**src/rtl/core/bale_pkg.sv**
```systemverilog
// Shared constants, codes and types of the bounded array list engine.
package bale_pkg;

    localparam int CAPACITY_DEF = 32;
    localparam int OP_W         = 3;
    localparam int WORD_W       = 32;
    localparam int POS_W        = 5;
    localparam int STATUS_W     = 2;
    localparam int FOUND_W      = 5;
    localparam int COUNT_W      = 6;

    typedef enum logic [OP_W-1:0] {
        OP_APPEND   = 3'd0,
        OP_DEL_POS  = 3'd1,
        OP_DEL_VAL  = 3'd2,
        OP_FIND     = 3'd3,
        OP_READ     = 3'd4,
        OP_CLEAR    = 3'd5
    } t_op;

    typedef enum logic [STATUS_W-1:0] {
        ST_OK        = 2'd0,
        ST_FULL      = 2'd1,
        ST_BAD_POS   = 2'd2,
        ST_NOT_FOUND = 2'd3
    } t_status;

    typedef struct packed {
        t_status                   status;
        logic [FOUND_W-1:0]        found_position;
        logic signed [WORD_W-1:0]  read_value;
        logic [COUNT_W-1:0]        count;
    } t_result;

endpackage

```
**src/rtl/core/bale_if.sv**
```systemverilog
// Valid/ready channel interfaces for operations in and results out.
interface bale_in_if;
    import bale_pkg::*;

    logic                      valid;
    logic                      ready;
    logic [OP_W-1:0]           op;
    logic signed [WORD_W-1:0]  value;
    logic [POS_W-1:0]          position;

    modport source (output valid, output op, output value, output position, input ready);
    modport sink (input valid, input op, input value, input position, output ready);
endinterface

interface bale_out_if;
    import bale_pkg::*;

    logic                      valid;
    logic                      ready;
    t_status                   status;
    logic [FOUND_W-1:0]        found_position;
    logic signed [WORD_W-1:0]  read_value;
    logic [COUNT_W-1:0]        count;

    modport source (output valid, output status, output found_position, output read_value,
                    output count, input ready);
    modport sink (input valid, input status, input found_position, input read_value,
                  input count, output ready);
endinterface

```
**src/rtl/core/bale_ram.sv**
```systemverilog
// Generic simple dual-port RAM with one write port and a registered read port.
module bale_ram #(
    parameter int WIDTH = 32,
    parameter int DEPTH = 32,
    localparam int AW = (DEPTH > 1) ? $clog2(DEPTH) : 1
) (
    input  logic             i_clk,
    input  logic             i_we,
    input  logic [AW-1:0]    i_waddr,
    input  logic [WIDTH-1:0] i_wdata,
    input  logic [AW-1:0]    i_raddr,
    output logic [WIDTH-1:0] o_rdata
);

    logic [WIDTH-1:0] r_mem [DEPTH];
    logic [WIDTH-1:0] r_rdata;

    always_ff @(posedge i_clk) begin
        if (i_we) begin
            r_mem[i_waddr] <= i_wdata;
        end
        r_rdata <= r_mem[i_raddr];
    end

    assign o_rdata = r_rdata;

endmodule

```
**src/rtl/core/bale_seq.sv**
```systemverilog
// Operation sequencer: owns the entry count and walks the entry memory.
module bale_seq #(
    parameter int CAPACITY = bale_pkg::CAPACITY_DEF,
    localparam int AW = $clog2(CAPACITY)
) (
    input  logic                             i_clk,
    input  logic                             i_rst_n,
    bale_in_if.sink                          i_in,
    output bale_pkg::t_result                o_res,
    output logic                             o_res_valid,
    input  logic                             i_res_ready,
    output logic                             o_we,
    output logic [AW-1:0]                    o_waddr,
    output logic [bale_pkg::WORD_W-1:0]      o_wdata,
    output logic [AW-1:0]                    o_raddr,
    input  logic [bale_pkg::WORD_W-1:0]      i_rdata
);
    import bale_pkg::*;

    localparam int CNT_W = $clog2(CAPACITY + 1);
    localparam int XW    = (CNT_W > POS_W) ? CNT_W : POS_W;

    typedef enum logic [4:0] {
        S_IDLE   = 5'b00001,
        S_SEARCH = 5'b00010,
        S_SHIFT  = 5'b00100,
        S_READ   = 5'b01000,
        S_EMIT   = 5'b10000
    } t_state;

    t_state               r_state, n_state;
    logic [CNT_W-1:0]     r_cnt, n_cnt;
    logic [AW-1:0]        r_idx, n_idx;
    logic [WORD_W-1:0]    r_value, n_value;
    logic                 r_del, n_del;
    t_status              r_status, n_status;
    logic [FOUND_W-1:0]   r_found, n_found;
    logic [WORD_W-1:0]    r_rd, n_rd;

    logic [XW-1:0]        pos_x;
    logic                 pos_ok;
    logic [CNT_W-1:0]     idx_p1;
    logic                 more;
    logic                 hit;

    assign pos_x  = XW'(i_in.position);
    assign pos_ok = pos_x < XW'(r_cnt);
    assign idx_p1 = CNT_W'(r_idx) + CNT_W'(1);
    assign more   = idx_p1 < r_cnt;
    assign hit    = i_rdata == r_value;

    assign i_in.ready = (r_state == S_IDLE);

    always_comb begin
        n_state  = r_state;
        n_cnt    = r_cnt;
        n_idx    = r_idx;
        n_value  = r_value;
        n_del    = r_del;
        n_status = r_status;
        n_found  = r_found;
        n_rd     = r_rd;
        o_we     = 1'b0;
        o_waddr  = r_idx;
        o_wdata  = i_rdata;
        o_raddr  = '0;
        unique case (r_state)
            S_IDLE: begin
                if (i_in.valid) begin
                    n_status = ST_OK;
                    n_found  = '0;
                    n_rd     = '0;
                    n_value  = i_in.value;
                    n_del    = 1'b0;
                    n_state  = S_EMIT;
                    unique case (t_op'(i_in.op))
                        OP_APPEND: begin
                            if (r_cnt >= CNT_W'(CAPACITY)) begin
                                n_status = ST_FULL;
                            end else begin
                                o_we    = 1'b1;
                                o_waddr = AW'(r_cnt);
                                o_wdata = i_in.value;
                                n_cnt   = r_cnt + CNT_W'(1);
                            end
                        end
                        OP_DEL_POS: begin
                            if (!pos_ok) begin
                                n_status = ST_BAD_POS;
                            end else begin
                                n_idx   = AW'(i_in.position);
                                o_raddr = AW'(pos_x + XW'(1));
                                n_state = S_SHIFT;
                            end
                        end
                        OP_DEL_VAL, OP_FIND: begin
                            n_del = (t_op'(i_in.op) == OP_DEL_VAL);
                            if (r_cnt == '0) begin
                                n_status = ST_NOT_FOUND;
                            end else begin
                                n_idx   = '0;
                                o_raddr = '0;
                                n_state = S_SEARCH;
                            end
                        end
                        OP_READ: begin
                            if (!pos_ok) begin
                                n_status = ST_BAD_POS;
                            end else begin
                                o_raddr = AW'(i_in.position);
                                n_state = S_READ;
                            end
                        end
                        OP_CLEAR: begin
                            n_cnt = '0;
                        end
                        default: begin
                        end
                    endcase
                end
            end
            S_SEARCH: begin
                if (hit) begin
                    n_found = FOUND_W'(r_idx);
                    if (r_del) begin
                        o_raddr = AW'(idx_p1);
                        n_state = S_SHIFT;
                    end else begin
                        n_state = S_EMIT;
                    end
                end else if (more) begin
                    n_idx   = r_idx + AW'(1);
                    o_raddr = AW'(idx_p1);
                end else begin
                    n_status = ST_NOT_FOUND;
                    n_state  = S_EMIT;
                end
            end
            S_SHIFT: begin
                if (more) begin
                    o_we    = 1'b1;
                    o_waddr = r_idx;
                    o_wdata = i_rdata;
                    n_idx   = r_idx + AW'(1);
                    o_raddr = AW'(idx_p1 + CNT_W'(1));
                end else begin
                    n_cnt   = r_cnt - CNT_W'(1);
                    n_state = S_EMIT;
                end
            end
            S_READ: begin
                n_rd    = i_rdata;
                n_state = S_EMIT;
            end
            S_EMIT: begin
                if (i_res_ready) begin
                    n_state = S_IDLE;
                end
            end
            default: begin
                n_state = S_IDLE;
            end
        endcase
    end

    always_ff @(posedge i_clk) begin
        if (!i_rst_n) begin
            r_state <= S_IDLE;
            r_cnt   <= '0;
        end else begin
            r_state <= n_state;
            r_cnt   <= n_cnt;
        end
    end

    always_ff @(posedge i_clk) begin
        r_idx    <= n_idx;
        r_value  <= n_value;
        r_del    <= n_del;
        r_status <= n_status;
        r_found  <= n_found;
        r_rd     <= n_rd;
    end

    assign o_res_valid          = (r_state == S_EMIT);
    assign o_res.status         = r_status;
    assign o_res.found_position = r_found;
    assign o_res.read_value     = r_rd;
    assign o_res.count          = COUNT_W'(r_cnt);

endmodule

```
**src/rtl/core/bale_out_stage.sv**
```systemverilog
// Output register that holds one result until the consumer takes it.
module bale_out_stage (
    input  logic               i_clk,
    input  logic               i_rst_n,
    input  logic               i_valid,
    input  bale_pkg::t_result  i_res,
    output logic               o_ready,
    bale_out_if.source         o_out
);
    import bale_pkg::*;

    logic     r_valid;
    t_result  r_res;

    assign o_ready = !r_valid || o_out.ready;

    always_ff @(posedge i_clk) begin
        if (!i_rst_n) begin
            r_valid <= 1'b0;
        end else if (i_valid && o_ready) begin
            r_valid <= 1'b1;
        end else if (o_out.ready) begin
            r_valid <= 1'b0;
        end
    end

    always_ff @(posedge i_clk) begin
        if (i_valid && o_ready) begin
            r_res <= i_res;
        end
    end

    assign o_out.valid          = r_valid;
    assign o_out.status         = r_res.status;
    assign o_out.found_position = r_res.found_position;
    assign o_out.read_value     = r_res.read_value;
    assign o_out.count          = r_res.count;

endmodule

```
**src/rtl/core/bounded_array_list_engine.sv**
```systemverilog
// Top level of the bounded array list engine: sequencer, entry memory and output register.
//
//  channel | direction | payload                                    | transfer when
//  i_in    | in        | op, value, position                        | valid && ready
//  o_out   | out       | status, found_position, read_value, count  | valid && ready
//
// One operation is in work at a time; the entry memory has one write and one read port.
// Append, clear and operations refused at the start go straight to the result; read at
// a position passes through the read state. Find searches up from index 0 until a hit or
// the end of the list; delete by value then shifts the later entries down, like delete at position.
// Reset clears the count and the control state; the entry memory is not cleared.
// A result waiting in the output register does not stop the next operation from starting.
module bounded_array_list_engine #(
    parameter int CAPACITY = bale_pkg::CAPACITY_DEF
) (
    input  logic        i_clk,
    input  logic        i_rst_n,
    bale_in_if.sink     i_in,
    bale_out_if.source  o_out
);
    import bale_pkg::*;

    localparam int AW = $clog2(CAPACITY);

    t_result            res;
    logic               res_valid;
    logic               res_ready;
    logic               we;
    logic [AW-1:0]      waddr;
    logic [WORD_W-1:0]  wdata;
    logic [AW-1:0]      raddr;
    logic [WORD_W-1:0]  rdata;

    bale_seq #(
        .CAPACITY (CAPACITY)
    ) u_seq (
        .i_clk       (i_clk),
        .i_rst_n     (i_rst_n),
        .i_in        (i_in),
        .o_res       (res),
        .o_res_valid (res_valid),
        .i_res_ready (res_ready),
        .o_we        (we),
        .o_waddr     (waddr),
        .o_wdata     (wdata),
        .o_raddr     (raddr),
        .i_rdata     (rdata)
    );

    bale_ram #(
        .WIDTH (WORD_W),
        .DEPTH (CAPACITY)
    ) u_ram (
        .i_clk   (i_clk),
        .i_we    (we),
        .i_waddr (waddr),
        .i_wdata (wdata),
        .i_raddr (raddr),
        .o_rdata (rdata)
    );

    bale_out_stage u_out (
        .i_clk   (i_clk),
        .i_rst_n (i_rst_n),
        .i_valid (res_valid),
        .i_res   (res),
        .o_ready (res_ready),
        .o_out   (o_out)
    );

endmodule

```
**src/flat_wrapper.sv**
```systemverilog
// flat-port wrapper written by rule: the top's interface ports become plain ports
module bounded_array_list_engine_flat import bale_pkg::*;
#(
    parameter int CAPACITY = bale_pkg::CAPACITY_DEF
)
  (i_clk, i_rst_n, i_in_valid, i_in_op, i_in_value, i_in_position, i_in_ready, o_out_valid, o_out_status, o_out_found_position, o_out_read_value, o_out_count, o_out_ready);
  bale_in_if i_in_i ();
  bale_out_if o_out_i ();
  input  logic i_clk;
  input  logic i_rst_n;
  input wire logic [$bits(i_in_i.valid)-1:0] i_in_valid;
  input wire logic [$bits(i_in_i.op)-1:0] i_in_op;
  input wire logic [$bits(i_in_i.value)-1:0] i_in_value;
  input wire logic [$bits(i_in_i.position)-1:0] i_in_position;
  output wire logic [$bits(i_in_i.ready)-1:0] i_in_ready;
  output wire logic [$bits(o_out_i.valid)-1:0] o_out_valid;
  output wire logic [$bits(o_out_i.status)-1:0] o_out_status;
  output wire logic [$bits(o_out_i.found_position)-1:0] o_out_found_position;
  output wire logic [$bits(o_out_i.read_value)-1:0] o_out_read_value;
  output wire logic [$bits(o_out_i.count)-1:0] o_out_count;
  input wire logic [$bits(o_out_i.ready)-1:0] o_out_ready;
  assign i_in_i.valid = i_in_valid;
  assign i_in_i.op = i_in_op;
  assign i_in_i.value = i_in_value;
  assign i_in_i.position = i_in_position;
  assign i_in_ready = i_in_i.ready;
  assign o_out_valid = o_out_i.valid;
  assign o_out_status = o_out_i.status;
  assign o_out_found_position = o_out_i.found_position;
  assign o_out_read_value = o_out_i.read_value;
  assign o_out_count = o_out_i.count;
  assign o_out_i.ready = o_out_ready;
  bounded_array_list_engine #(.CAPACITY(CAPACITY)) u_core (.i_clk(i_clk), .i_rst_n(i_rst_n), .i_in(i_in_i), .o_out(o_out_i));
endmodule
```
**config.mk**
```make
export PLATFORM = sky130hd
export DESIGN_NAME = bounded_array_list_engine_flat
export DESIGN_NICKNAME = d
export VERILOG_FILES = /design/src/rtl/core/bale_pkg.sv /design/src/rtl/core/bale_if.sv /design/src/rtl/core/bale_ram.sv /design/src/rtl/core/bale_seq.sv /design/src/rtl/core/bale_out_stage.sv /design/src/rtl/core/bounded_array_list_engine.sv /design/src/flat_wrapper.sv
export SDC_FILE = /design/constraint.sdc
export NUM_CORES = 1
export LEC_CHECK = 0
export BUFFER_PORTS_ARGS = -buffer_cell sky130_fd_sc_hd__clkbuf_2
export CAP_MARGIN = 25
export CORE_MARGIN = 4
export CORE_UTILIZATION = 60
export CTS_BUF_LIST = sky130_fd_sc_hd__clkbuf_4 sky130_fd_sc_hd__clkbuf_8
export CTS_CLUSTER_DIAMETER = 60
export DETAILED_ROUTE_END_ITERATION = 6
export GPL_TIMING_DRIVEN = 0
export PLACE_DENSITY = 0.77
export SLEW_MARGIN = 10
export SYNTH_ARGS = -nofsm -noshare
export SYNTH_HDL_FRONTEND = slang
export SYNTH_HIERARCHICAL = 1
export SYNTH_SLANG_ARGS = --single-unit
```
**constraint.sdc**
```tcl
create_clock -name i_clk -period 8.65 [get_ports i_clk]
set_input_delay 0.865 -clock i_clk [delete_from_list [all_inputs] [get_ports i_clk]]
set_output_delay 0.865 -clock i_clk [all_outputs]
set_load 0.05 [all_outputs]
```
==> PnR_summary.wiki <==
{| class="wikitable"
! Metric !! Value
|-
| Worst reg2reg startpoint || u_core/u_seq/r_value[3]
|-
| Fraction of final layout cells with drive strength greater than 1 || a little under a fifth
|-
| Site Rows || 102
|-
| Die Outline Area || ~83000 sq um
|-
| Run status || complete, no violations
|-
| Switching fraction of total power || 21.5%
|-
| Core Box Area || between 70000 and 80000 sq um
|-
| Signal arrival time at the worst endpoint || ~6.6 ns
|-
| Ranking of synthesized cells by instance count || 1146 x sky130_fd_sc_hd__edfxtp_1, 515 x sky130_fd_sc_hd__mux2i_1, 122 x sky130_fd_sc_hd__nand2_1, 122 x sky130_fd_sc_hd__nand3_1, 110 x sky130_fd_sc_hd__a21oi_1
|-
| Maximum clock frequency || 0.167 GHz
|-
| Post-synth EDFFs || 1146
|-
| Relative contribution of combinational cells to total power || 3.6%
|-
| Count leader, synth || sky130_fd_sc_hd__edfxtp_1
|-
| Post-CTS sizing || 0
|-
| Count of unresolved DRC violations after routing || 0
|-
| Filler cell count || 4907
|-
| Leading register cell type out of synthesis || sky130_fd_sc_hd__edfxtp_1
|-
| Gate count of the mapped netlist || around 2800
|-
| Clock insertion delay at the later pin of the skew report || 0.83 ns
|-
| Hold buffer count at cts || 0
|-
| Pin count of the biggest net entering global routing || 46
|-
| Top cell type's share of synthesized area || 73.1%
|-
| Standby leakage power || roughly 17 nW
|-
| Routability congestion estimate || 0.897
|-
| Number of endpoints failing setup at the final stage || 0
|-
| R2R Setup Slk || ~2.7 ns
|-
| Unrepaired setup endpoints after global routing || false
|-
| H-tree levels || 4
|-
| Worst IR drop on VDD || 0.000137 V
|-
| Final core utilization || 68.9%
|-
| Final #Nets || 3122
|-
| Synthesized flop and latch total || 1190
|-
| Synthesized net count || 2812
|-
| Cell family contributing the most delay on the critical path || simple AND/OR/NAND/NOR gates
|-
| Required arrival time at the worst endpoint || around 9.3 ns
|-
| Total global-route track usage || 26.0%
|-
| Critical path startpoint category || flop
|-
| First DRT Iteration DRCs || 2926
|-
| Power density of the placed cells || 214 nW/um^2
|-
| Count of port buffers added during placement || 88
|-
| Postcts setup bufs || 0
|-
| Via density || ~6.1
|-
| Critical path peak fanout || 10
|-
| Number of CTS-inserted buffers || 180
|-
| Delay of the slowest cell on the worst path || a little over 0.9 ns
|-
| Number of violations of the max-capacitance limit || 0
|-
| Register area || 35300 sq um
|-
| Area of the mapped netlist || roughly 47000 sq um
|-
| Post-layout power || 11.4 mW
|-
| Number of cells traversed by the worst register-to-register path || 12
|-
| Num ports || 91
|-
| Fraction of power consumed by the clock network || 40.0%
|-
| Cell type contributing the most total cell area after synthesis || sky130_fd_sc_hd__edfxtp_1
|-
| Clk pin slew, worst setup/hold paths || 0.06 ns
|-
| Top area cells in the synthesized netlist || sky130_fd_sc_hd__edfxtp_1 73%, sky130_fd_sc_hd__mux2i_1 11%, sky130_fd_sc_hd__dfxtp_1 1.9%
|-
| Avg WL per Cell || about 26 um
|-
| Number of distinct library cell variants in the gate-level netlist after synthesis || 65
|-
| Final worst path period share || 69.1%
|-
| ANT nets after route || 0
|-
| Syn avg cell area || roughly 17 sq um
|-
| Crit path cell chain || xor2_1, nor4_1, nand4_1, nor2_1, mux2_2, o221ai_1, or2_2, clkbuf_1, clkbuf_1, nor3_1, a31oi_1, nand3_1
|-
| Global-route wire length before repair || approximately 160000 um
|-
| Via count of the first global-routing pass || 26000
|-
| Tightest slew margin relative to the limit || 29.9%
|-
| Critical register-to-register path endpoint || u_core/u_ram/o_rdata[25]
|-
| Net load switching power || around 2.5 mW
|-
| Initial antenna violation count || 4
|-
| Max stage delay cell, worst path || sky130_fd_sc_hd__nor4_1
|-
| Yosys Warn Count || 6
|-
| Clock period minus worst slack || approximately 6 ns
|-
| Number of hold violations in the final report || 0
|-
| Worst clock skew || 0.0426 ns
|-
| Via total after detailed routing || 26100
|-
| Final wirelength || 109000 um
|-
| Clk sink count || 1190
|-
| Post-detailed-placement half-perimeter wirelength || 73200 um
|-
| Fin Setup TNS || 0 ns
|-
| Worst hold start || i_in_value[15]
|-
| Startpoint-to-endpoint class of the critical path || reg -> reg
|-
| Internal power || 8.97 mW
|-
| Pre-Repair DR Iteration Count || 6
|-
| Leftover overflow at the end of global routing || 0
|-
| Chip Height || 288 um
|-
| Asr flop ratio synth || 0%
|-
| Fraction of power consumed by sequential logic || 56.3%
|-
| Combined area of the multi-input logic cells || between 10000 and 15000 sq um
|-
| Crit. End Element || flop
|-
| Most used cell along the critical path || sky130_fd_sc_hd__clkbuf_1
|-
| WHS Endpoint || u_core/u_seq/r_value[15]
|-
| Buffers plus inverters on the worst setup path || 2
|-
| Hold path cells || 1
|-
| Area growth syn-to-layout || 13.6%
|-
| CTS root buf || sky130_fd_sc_hd__clkbuf_8
|-
| Initial core utilization || 60.6%
|-
| Slew Limit Fails || 0
|-
| Maximum buffer depth of the clock tree || 3
|-
| CTS tree || done
|-
| Transition at the pin with the smallest max-transition slack || 1.04 ns
|-
| Portion of the post-synthesis area used by sequential elements || 75.0%
|-
| Die span in x || slightly below 300 um
|-
| Path class of the lowest-slack min-delay path || in -> reg
|}
## routing by layer
layer | GRT usage (%) | wire (um) | share of wire, % | vias to the layer above
met5 | 0 | 0 | 0 | -
met4 | 9.43 | 3280 | 3.0 | 0
li1 | - | - | - | 11500
met3 | 5.49 | 10400 | 9.6 | 185
met1 | 35.9 | 43000 | 40 | 13100
met2 | 41.6 | 52000 | 48 | 1401
## sequential cells by signal (all words and copies together), names as in the netlist, 6 cells and up
name                           cells
u_core/u_out/o_out.count           6
u_core/u_out/o_out.read_value     32
u_core/u_ram/o_rdata              32
u_core/u_ram/r_mem              1024
u_core/u_seq/r_cnt                 6
u_core/u_seq/r_rd                 32
u_core/u_seq/r_value              32
## how the worst max path moves through the flow
| stage | from | to | depth (start not counted) |
|---|---|---|---|
| finish | u_core/u_seq/r_value[3] | u_core/u_ram/o_rdata[25] | 12 |
| global route | u_core/u_seq/r_idx[1] | u_core/u_ram/o_rdata[30] | 16 |
| CTS | u_core/u_seq/r_value[3] | u_core/u_ram/o_rdata[25] | 12 |
| detailed placement | u_core/u_seq/r_value[3] | u_core/u_ram/o_rdata[25] | 12 |
| global placement | u_core/u_seq/r_idx[1] | u_core/u_ram/r_mem[4][18] | 12 |
| floorplan | i_in_op[0] | u_core/u_ram/r_mem[17][0] | 8 |
## logic make-up (layout without fill, tap and decap cells)
| group | after synthesis | in the layout | share of synthesized area, % |
|---|---|---|---|
| flip-flops | 1190 | 1190 | 75.0 |
| multiplexers | 548 | 548 | 12.0 |
| AND/OR/NAND/NOR | 436 | 436 | 4.56 |
| AO/OA/AOI/OAI | 363 | 363 | 5.31 |
| buffers and inverters | 162 | 616 | 2.00 |
| XOR/XNOR | 41 | 41 | 0.763 |
| adder cells (fa/ha/maj) | 14 | 14 | 0.372 |
| other | 0 | 3 | 0 |
## power groups by stage
stage | sequential (mW) | clock (mW) | combinational, mW
finish | 6.44 | 4.58 | 0.417
global route | 6.44 | 4.91 | 0.441
CTS | 6.44 | 4.64 | 0.410
detailed placement | 6.56 | 0 | 0.408
global placement | 6.55 | 0 | 0.381
floorplan | 6.57 | 0 | 0.224
## cells in the final DEF (no fill, tap or decap), types with 5 or more instances in the layout
| master | Yosys | final |
|---|---|---|
| sky130_fd_sc_hd__a21o_1 | 5 | 5 |
| sky130_fd_sc_hd__ha_1 | 14 | 14 |
| sky130_fd_sc_hd__a22oi_1 | 97 | 97 |
| sky130_fd_sc_hd__nor2b_1 | 6 | 6 |
| sky130_fd_sc_hd__inv_1 | 12 | 11 |
| sky130_fd_sc_hd__a31oi_1 | 34 | 34 |
| sky130_fd_sc_hd__nand2b_1 | 8 | 8 |
| sky130_fd_sc_hd__nor4_1 | 11 | 11 |
| sky130_fd_sc_hd__buf_4 | 36 | 36 |
| sky130_fd_sc_hd__a21oi_1 | 110 | 110 |
| sky130_fd_sc_hd__clkbuf_2 | 0 | 88 |
| sky130_fd_sc_hd__nor2_1 | 54 | 22 |
| sky130_fd_sc_hd__and2_1 | 39 | 39 |
| sky130_fd_sc_hd__buf_6 | 20 | 21 |
| sky130_fd_sc_hd__xor2_1 | 36 | 36 |
| sky130_fd_sc_hd__dfxtp_1 | 44 | 44 |
| sky130_fd_sc_hd__a22o_1 | 67 | 67 |
| sky130_fd_sc_hd__clkbuf_4 | 2 | 74 |
| sky130_fd_sc_hd__clkbuf_8 | 0 | 186 |
| sky130_fd_sc_hd__inv_12 | 0 | 9 |
| sky130_fd_sc_hd__o211ai_1 | 5 | 5 |
| sky130_fd_sc_hd__buf_2 | 33 | 36 |
| sky130_fd_sc_hd__nor2_4 | 0 | 32 |
| sky130_fd_sc_hd__clkinv_2 | 0 | 14 |
| sky130_fd_sc_hd__mux2_4 | 29 | 29 |
| sky130_fd_sc_hd__nand3_1 | 122 | 122 |
| sky130_fd_sc_hd__clkinv_1 | 1 | 36 |
| sky130_fd_sc_hd__and3_1 | 6 | 6 |
| sky130_fd_sc_hd__nor3_1 | 38 | 38 |
| sky130_fd_sc_hd__buf_1 | 6 | 6 |
| sky130_fd_sc_hd__buf_12 | 0 | 31 |
| sky130_fd_sc_hd__nand2_1 | 122 | 122 |
| sky130_fd_sc_hd__o21ai_0 | 19 | 19 |
| sky130_fd_sc_hd__clkbuf_1 | 52 | 52 |
| sky130_fd_sc_hd__xnor2_1 | 5 | 5 |
| sky130_fd_sc_hd__nand3b_1 | 7 | 7 |
| sky130_fd_sc_hd__edfxtp_1 | 1146 | 1146 |
| sky130_fd_sc_hd__mux2i_1 | 515 | 515 |
## through the flow
| stage | std cells | hold WS (ns) | area (sq um) | setup WS [ns] |
|---|---|---|---|---|
| 2_1_floorplan | 2754 | 0.400 | 47000 | 3.88 |
| 3_3_place_gp | 3882 | 0.401 | 48800 | 2.09 |
| 3_5_place_dp | 3919 | 0.405 | 49700 | 3.02 |
| 4_1_cts | 4245 | 0.150 | 53400 | 2.96 |
| 5_1_grt | 4251 | 0.175 | 53400 | 2.60 |
| 6_report | 4251 | 0.221 | 53400 | 2.68 |
## worst register-to-register path, cell delays in order (launching register included)
cell,delay [ns]
sky130_fd_sc_hd__edfxtp_1,0.39
sky130_fd_sc_hd__xor2_1,0.21
sky130_fd_sc_hd__nor4_1,0.92
sky130_fd_sc_hd__nand4_1,0.49
sky130_fd_sc_hd__nor2_1,0.45
sky130_fd_sc_hd__mux2_2,0.45
sky130_fd_sc_hd__o221ai_1,0.76
sky130_fd_sc_hd__or2_2,0.28
sky130_fd_sc_hd__clkbuf_1,0.32
sky130_fd_sc_hd__clkbuf_1,0.54
sky130_fd_sc_hd__nor3_1,0.25
sky130_fd_sc_hd__a31oi_1,0.51
sky130_fd_sc_hd__nand3_1,0.22
## layout make-up
cell class	instances	area share (%)
Sequential cell	1190	66.1
Multi-Input combinational cell	1402	20.7
Clock buffer	258	5.80
Tap cell	1040	2.44
Timing Repair Buffer	128	2.25
Buffer	149	1.67
Clock inverter	68	0.998
Inverter	13	0.0913
Antenna cell	3	0.0141
(Power assumes the default switching activity.)
